## config.mk

```make
export PLATFORM = sky130hd
export DESIGN_NAME = krt_unit
export DESIGN_NICKNAME = d
export VERILOG_FILES = /design/src/assert_macros.svh /design/src/krt_pkg.sv /design/src/krt_unit.sv
export SDC_FILE = /design/constraint.sdc
export NUM_CORES = 1
export LEC_CHECK = 0
export ABC_AREA = 1
export BUFFER_PORTS_ARGS = -buffer_cell sky130_fd_sc_hd__buf_2
export CAP_MARGIN = 20
export CELL_PAD_IN_SITES_DETAIL_PLACEMENT = 1
export CELL_PAD_IN_SITES_GLOBAL_PLACEMENT = 2
export CORE_ASPECT_RATIO = 1.75
export CORE_MARGIN = 5
export CORE_UTILIZATION = 21
export DETAILED_ROUTE_END_ITERATION = 8
export PLACE_DENSITY_LB_ADDON = 0.1
export SLEW_MARGIN = 40
export SYNTH_ARGS = -nofsm -noshare
export SYNTH_HDL_FRONTEND = slang
export SYNTH_SLANG_ARGS = --single-unit
```

## constraint.sdc

```tcl
create_clock -name vclk -period 2
set_input_delay 0.4 -clock vclk [all_inputs]
set_output_delay 0.4 -clock vclk [all_outputs]
set_load 0.05 [all_outputs]
```

## src/assert_macros.svh

```systemverilog
// ------------------------------------------------------------------------
// Assertion macros
// Clocked concurrent assertion wrappers with and without a reset guard.
// ------------------------------------------------------------------------
`ifndef ASSERT_MACROS_SVH
`define ASSERT_MACROS_SVH

// check a property on every rising edge, held off during reset
`define KRT_ASSERT(lbl, clk, rst_n, prop, msg) \
	lbl: assert property (@(posedge clk) disable iff (!(rst_n)) (prop)) else $error(msg);

// check a property on every rising edge, reset included
`define KRT_ASSERT_ALWAYS(lbl, clk, prop, msg) \
	lbl: assert property (@(posedge clk) (prop)) else $error(msg);

`endif

```

## src/krt_pkg.sv

```systemverilog
// ------------------------------------------------------------------------
// krt_pkg
// Item types, codes and helpers shared by the keyed record table.
// ------------------------------------------------------------------------
`timescale 1ns / 1ps

package krt_pkg;

	localparam int NAME_BYTES  = 25;
	localparam int NAME_BITS   = NAME_BYTES * 8;
	localparam int MAX_RESULTS = 32;

	typedef enum logic [1:0] {
		MODE_INSERT = 2'd0,
		MODE_SEARCH = 2'd1,
		MODE_UPDATE = 2'd2,
		MODE_LIST   = 2'd3
	} mode_t;

	typedef enum logic [1:0] {
		ST_OK        = 2'd0,
		ST_DUPLICATE = 2'd1,
		ST_FULL      = 2'd2,
		ST_NOT_FOUND = 2'd3
	} status_t;

	typedef struct packed {
		mode_t              mode;
		logic signed [31:0] part_key;
		logic [63:0]        name_word_0;
		logic [63:0]        name_word_1;
		logic [63:0]        name_word_2;
		logic [7:0]         name_word_3;
		logic signed [31:0] amount;
	} req_item_t;

	typedef struct packed {
		status_t            status;
		logic signed [31:0] out_key;
		logic [63:0]        out_name_0;
		logic [63:0]        out_name_1;
		logic [63:0]        out_name_2;
		logic [7:0]         out_name_3;
		logic signed [31:0] out_quantity;
		logic               last;
	} rsp_item_t;

	typedef struct packed {
		logic [31:0]          key;
		logic [NAME_BITS-1:0] name;
		logic [31:0]          quantity;
	} rec_t;

	typedef struct packed {
		logic rd_valid;
		logic first_pass;
		logic best_valid;
		logic list_mode;
	} scan_ctl_t;

	typedef struct packed {
		logic hit;
		logic better;
	} scan_res_t;

	// zero every character after the first zero or beyond the name length
	function automatic logic [NAME_BITS-1:0] mask_name(logic [NAME_BITS-1:0] raw,
	                                                   int unsigned nchars);
		logic [NAME_BITS-1:0] res;
		logic                 ended;
		res   = '0;
		ended = 1'b0;
		for (int unsigned i = 0; i < NAME_BYTES; i++) begin
			if (i >= nchars || raw[i*8 +: 8] == 8'd0)
				ended = 1'b1;
			if (!ended)
				res[i*8 +: 8] = raw[i*8 +: 8];
		end
		return res;
	endfunction

	function automatic rsp_item_t rec_rsp(rec_t r, logic last);
		rsp_item_t o;
		o.status       = ST_OK;
		o.out_key      = r.key;
		o.out_name_0   = r.name[63:0];
		o.out_name_1   = r.name[127:64];
		o.out_name_2   = r.name[191:128];
		o.out_name_3   = r.name[199:192];
		o.out_quantity = r.quantity;
		o.last         = last;
		return o;
	endfunction

	function automatic rsp_item_t refuse_rsp(status_t st, logic [31:0] key);
		rsp_item_t o;
		o         = '0;
		o.status  = st;
		o.out_key = key;
		o.last    = 1'b1;
		return o;
	endfunction

endpackage

```

## src/krt_unit.sv

```systemverilog
// ------------------------------------------------------------------------
// krt_unit
// Shared key comparator: match test and sorted selection test.
// ------------------------------------------------------------------------
`timescale 1ns / 1ps

module krt_unit import krt_pkg::*; (
	input  scan_ctl_t   ctl,
	input  logic [31:0] rd_key,
	input  logic [31:0] ref_key,
	input  logic [31:0] prev_v,
	input  logic [31:0] best_v,
	output scan_res_t   res
);

	logic [31:0] v;

	// bias the sign bit so that an unsigned compare orders signed keys
	assign v          = rd_key ^ 32'h8000_0000;
	assign res.hit    = ctl.rd_valid && !ctl.list_mode && (rd_key == ref_key);
	assign res.better = ctl.rd_valid && ctl.list_mode
	                    && (ctl.first_pass || v > prev_v)
	                    && (!ctl.best_valid || v < best_v);

endmodule
```

== Word-level counts from Yosys, hierarchy flattened ==
Cells that the tools add are included.

* Bits in registers: 0
* Output and inout bits: 2
* Word-level logic and storage cells: 13
* Bits of input ports: 132

* Order comparisons: 2
* Equal/unequal tests: 1
* Bitwise gates (word level): 1
* Reductions and logical operators: 9

{| class="wikitable"
|+ Operators with widths
! kind !! number
|-
| 32-bit equality test || 1
|-
| 32-bit greater-than comparator || 1
|-
| 32-bit < comparator || 1
|-
| 1-bit logical AND || 5
|-
| 1-bit zero test || 2
|-
| 1-bit logical OR || 2
|-
| 1-bit NOT || 1
|}

== Depth between registers and ports, before layout ==
* Depth in word-level cells: 5
* Mapped depth: 15
* Gate-level depth less buffers: 15

== Least setup slack after synthesis ==
Ideal clock, no wire load.

* Kind: input -> output
* Start: input rd_key[31]
* End: output res[0] (netlist name)
* Setup slack: -0.143 ns
* Data required time: 1.600 ns
* Stages on the path: 10
* Arrival: 1.743 ns
* Buffers on the path: 0
* Path through: inv_1 > ha_1 > nand2_2 > nor2_4 > nand2_2 > nor4_4 > nand2_1 > nand2_1 > a21oi_1 > nor2_2

{| class="wikitable"
|+ RTL lines
! item !! line !! source
|-
| start: declaration || krt_unit.sv:9 || <nowiki>input logic [31:0] rd_key,</nowiki>
|-
| end: declaration || krt_unit.sv:13 || <nowiki>output scan_res_t res</nowiki>
|}

==> results.toml <==
[timing]
finalSetupViolations = 2
hold_viol_final = 0
rsz0062_at_grt = "yes"
maxSlewHeadroom = 0.8268
fin_hold_ws_ps = 1197
clock.fmax_ghz = 0.4393
fin_crit_ps = 2276
timing.final.crit_share = 1.138
setup_ws_ps = -276.3
slew_violations = 0
worst-slew-pin-transition_ps = 258.0

[worst_setup_path]
criticalPathCategory = "in -> out"
cp.required_ps = 1600
startpoint_type = "input pin"
crit_path_end_kind = "output pin"
cp.arrival_ps = 1880
path_max_fanout = 3
critPathLaunch = "rd_key[28]"
setup.worst_path.end = "res[0]"

[die]
die_x_um = 86.70
fp.dieArea_um2 = 12500
die_h_um = 144.2
pin_count = 134
rows = 49
design.core.area_um2 = 10180
start_util = 0.2124

[grt]
grt_pass1_wl_um = 15040
grtUsageTotal = 0.1528
grt_overflow = 0
grt_max_degree = 4
grt_pass1_vias = 3335
antenna_found_initial = 0

[routing]
drt_iter0_markers = 24
antenna_left = 0
firstDrtPassIters = 3
routed_via_density = 4.386
vias = 2943
drt-total-wl_um = 9968
wl_per_cell_um = 14.86
drcViolationCount = 0

[yosys]
synth_area_um2 = 2162
ys_seq_area_frac = 0
synth_nets = 552
synth_top_area_frac = 0.3646
synth.area.top_cells = "ha_1, inv_1, nand2_1, a21oi_1, nor2_1"
syn_area_per_cell_um2 = 6.056
synth_cell_types = 29
synthCells = 357
synth_top_area_cell = "ha_1"
yosysWarnings = 0

[placement]
gp_congestion = 0.7876
io_buffers = 134
dp.final_hpwl_um = 9141
dpl_worst_slack_ps = -477.5

[finish]
num-nets-final = 741
seq_cell_count = 0
n_clock_buffer = 0
antenna_cells = 0
area_growth_pct = 78.82
drive_gt1_frac = 0.4669
fillCellCount = 1373
regArea_um2 = 0

[power_and_ir_drop]
power_density_nw_per_um2 = 208.0
p_total_uw = 804.1
p_leak_uw = 0.002228
vdd_ir_drop_max_mv = 0.08032

[status]
status = "finished, violations left"
violations = "negative setup slack"

[hold_path]
hp-class = "in -> out"

[job]
cap_violations = 0
==> metal layers <==
| metal | routed length [um] | vias up | GRT usage |
|---|---|---|---|
| met5 | 0 | - | 0 |
| met1 | 3249 | 1334 | 0.1381 |
| met4 | 84 | 0 | 0.01149 |
| met2 | 6173 | 79 | 0.3499 |
| li1 | - | 1526 | - |
| met3 | 460 | 4 | 0.01824 |
==> logic make-up after synthesis <==
family / Yosys count / synth area share
xor gates and xnor gates: 7 / 0.02836
AOI/OAI and AO/OA: 62 / 0.1719
adders and majority gates: 63 / 0.3646
and+or+nand+nor: 128 / 0.2668
buffers and inverters: 97 / 0.1684
==> cell type report <==
cell class	instances	area (um2)	area share
Multi-Input combinational cell	260	2131	0.5511
Timing Repair Buffer	187	1207	0.3123
Tap cell	127	158.9	0.04110
Inverter	97	369.1	0.09547
==> layout by cell type (no fill, tap or decap), drive strengths merged <==
cell,netlist,final
xnor2,2,2
inv,96,96
clkbuf,0,1
o22ai,8,8
ha,63,63
o21a,2,2
nor2,30,30
a221oi,4,4
buf,0,186
a31oi,1,1
nand3,9,9
nand4,4,4
nor3,3,3
o21ai,9,9
xor2,5,5
nor3b,1,1
a211oi,3,3
nand2,74,74
nor4,3,3
a22o,5,5
clkinv,1,1
or2,4,4
a21oi,30,30
==> synthesized netlist by cell type <==
| cell | count |
|---|---|
| or2_1 | 4 |
| nand4_1 | 4 |
| clkinv_1 | 1 |
| o22ai_1 | 8 |
| o21a_1 | 2 |
| nor3_1 | 1 |
| xnor2_1 | 2 |
| o21ai_0 | 4 |
| inv_2 | 5 |
| a211oi_1 | 3 |
| inv_1 | 91 |
| nor3_2 | 2 |
| nor3b_2 | 1 |
| a21oi_1 | 29 |
| a31oi_1 | 1 |
| nor2_2 | 2 |
| nand3_1 | 9 |
| nor2_1 | 27 |
| a22o_1 | 5 |
| nand2_2 | 3 |
| nor4_4 | 1 |
| nand2_1 | 71 |
| nor4_1 | 2 |
| o21ai_1 | 5 |
| nor2_4 | 1 |
| a221oi_1 | 4 |
| ha_1 | 63 |
| xor2_1 | 5 |
| a21oi_2 | 1 |
==> worst max-delay path, cell delays in order <==
cell and delay, ps:
buf_8 100, buf_4 120, ha_1 290, nand2_1 100, nor2_4 110, nand2_2 80
nor4_4 160, nand2_1 80, nand2_1 80, a21oi_2 70, nor2_4 120, buf_8 150
==> worst min-delay path by stage <==
stage	from	end	slack, ps	depth (start not counted)
finish	ctl[2]	res[0]	1200	4
CTS	ctl[2]	res[0]	1190	4
global route	ctl[2]	res[0]	1220	4
detailed placement	ctl[1]	res[0]	1280	5
global placement	ctl[1]	res[0]	1280	5
floorplan	ctl[1]	res[0]	1010	3
==> per-stage QoR <==
step | util | std cells | setup TNS [ps] | instance area (um2)
after floorplan | - | 357 | -19.37 | 2170
after global placement | 0.3316 | 668 | -869.9 | 3374
after detailed placement | 0.3316 | 668 | -890.9 | 3374
after CTS | 0.3628 | 672 | -487.6 | 3692
after global routing | 0.3799 | 671 | -534.0 | 3866
final | 0.3799 | 671 | -295.0 | 3866
==> where the power goes <==
| group | internal, uW | switching, uW |
|---|---|---|
| combinational | 408 | 396 |
| clock | 0 | 0 |
| sequential | 0 | 0 |
==> timing repair <==
action	4_1_cts	5_1_grt
hold buffers	0	0
gates resized for setup	49	47
setup endpoints to repair	2	2
pin swaps	26	28
setup buffers	4	0
No activity file was read; power rests on OpenSTA's default activity.
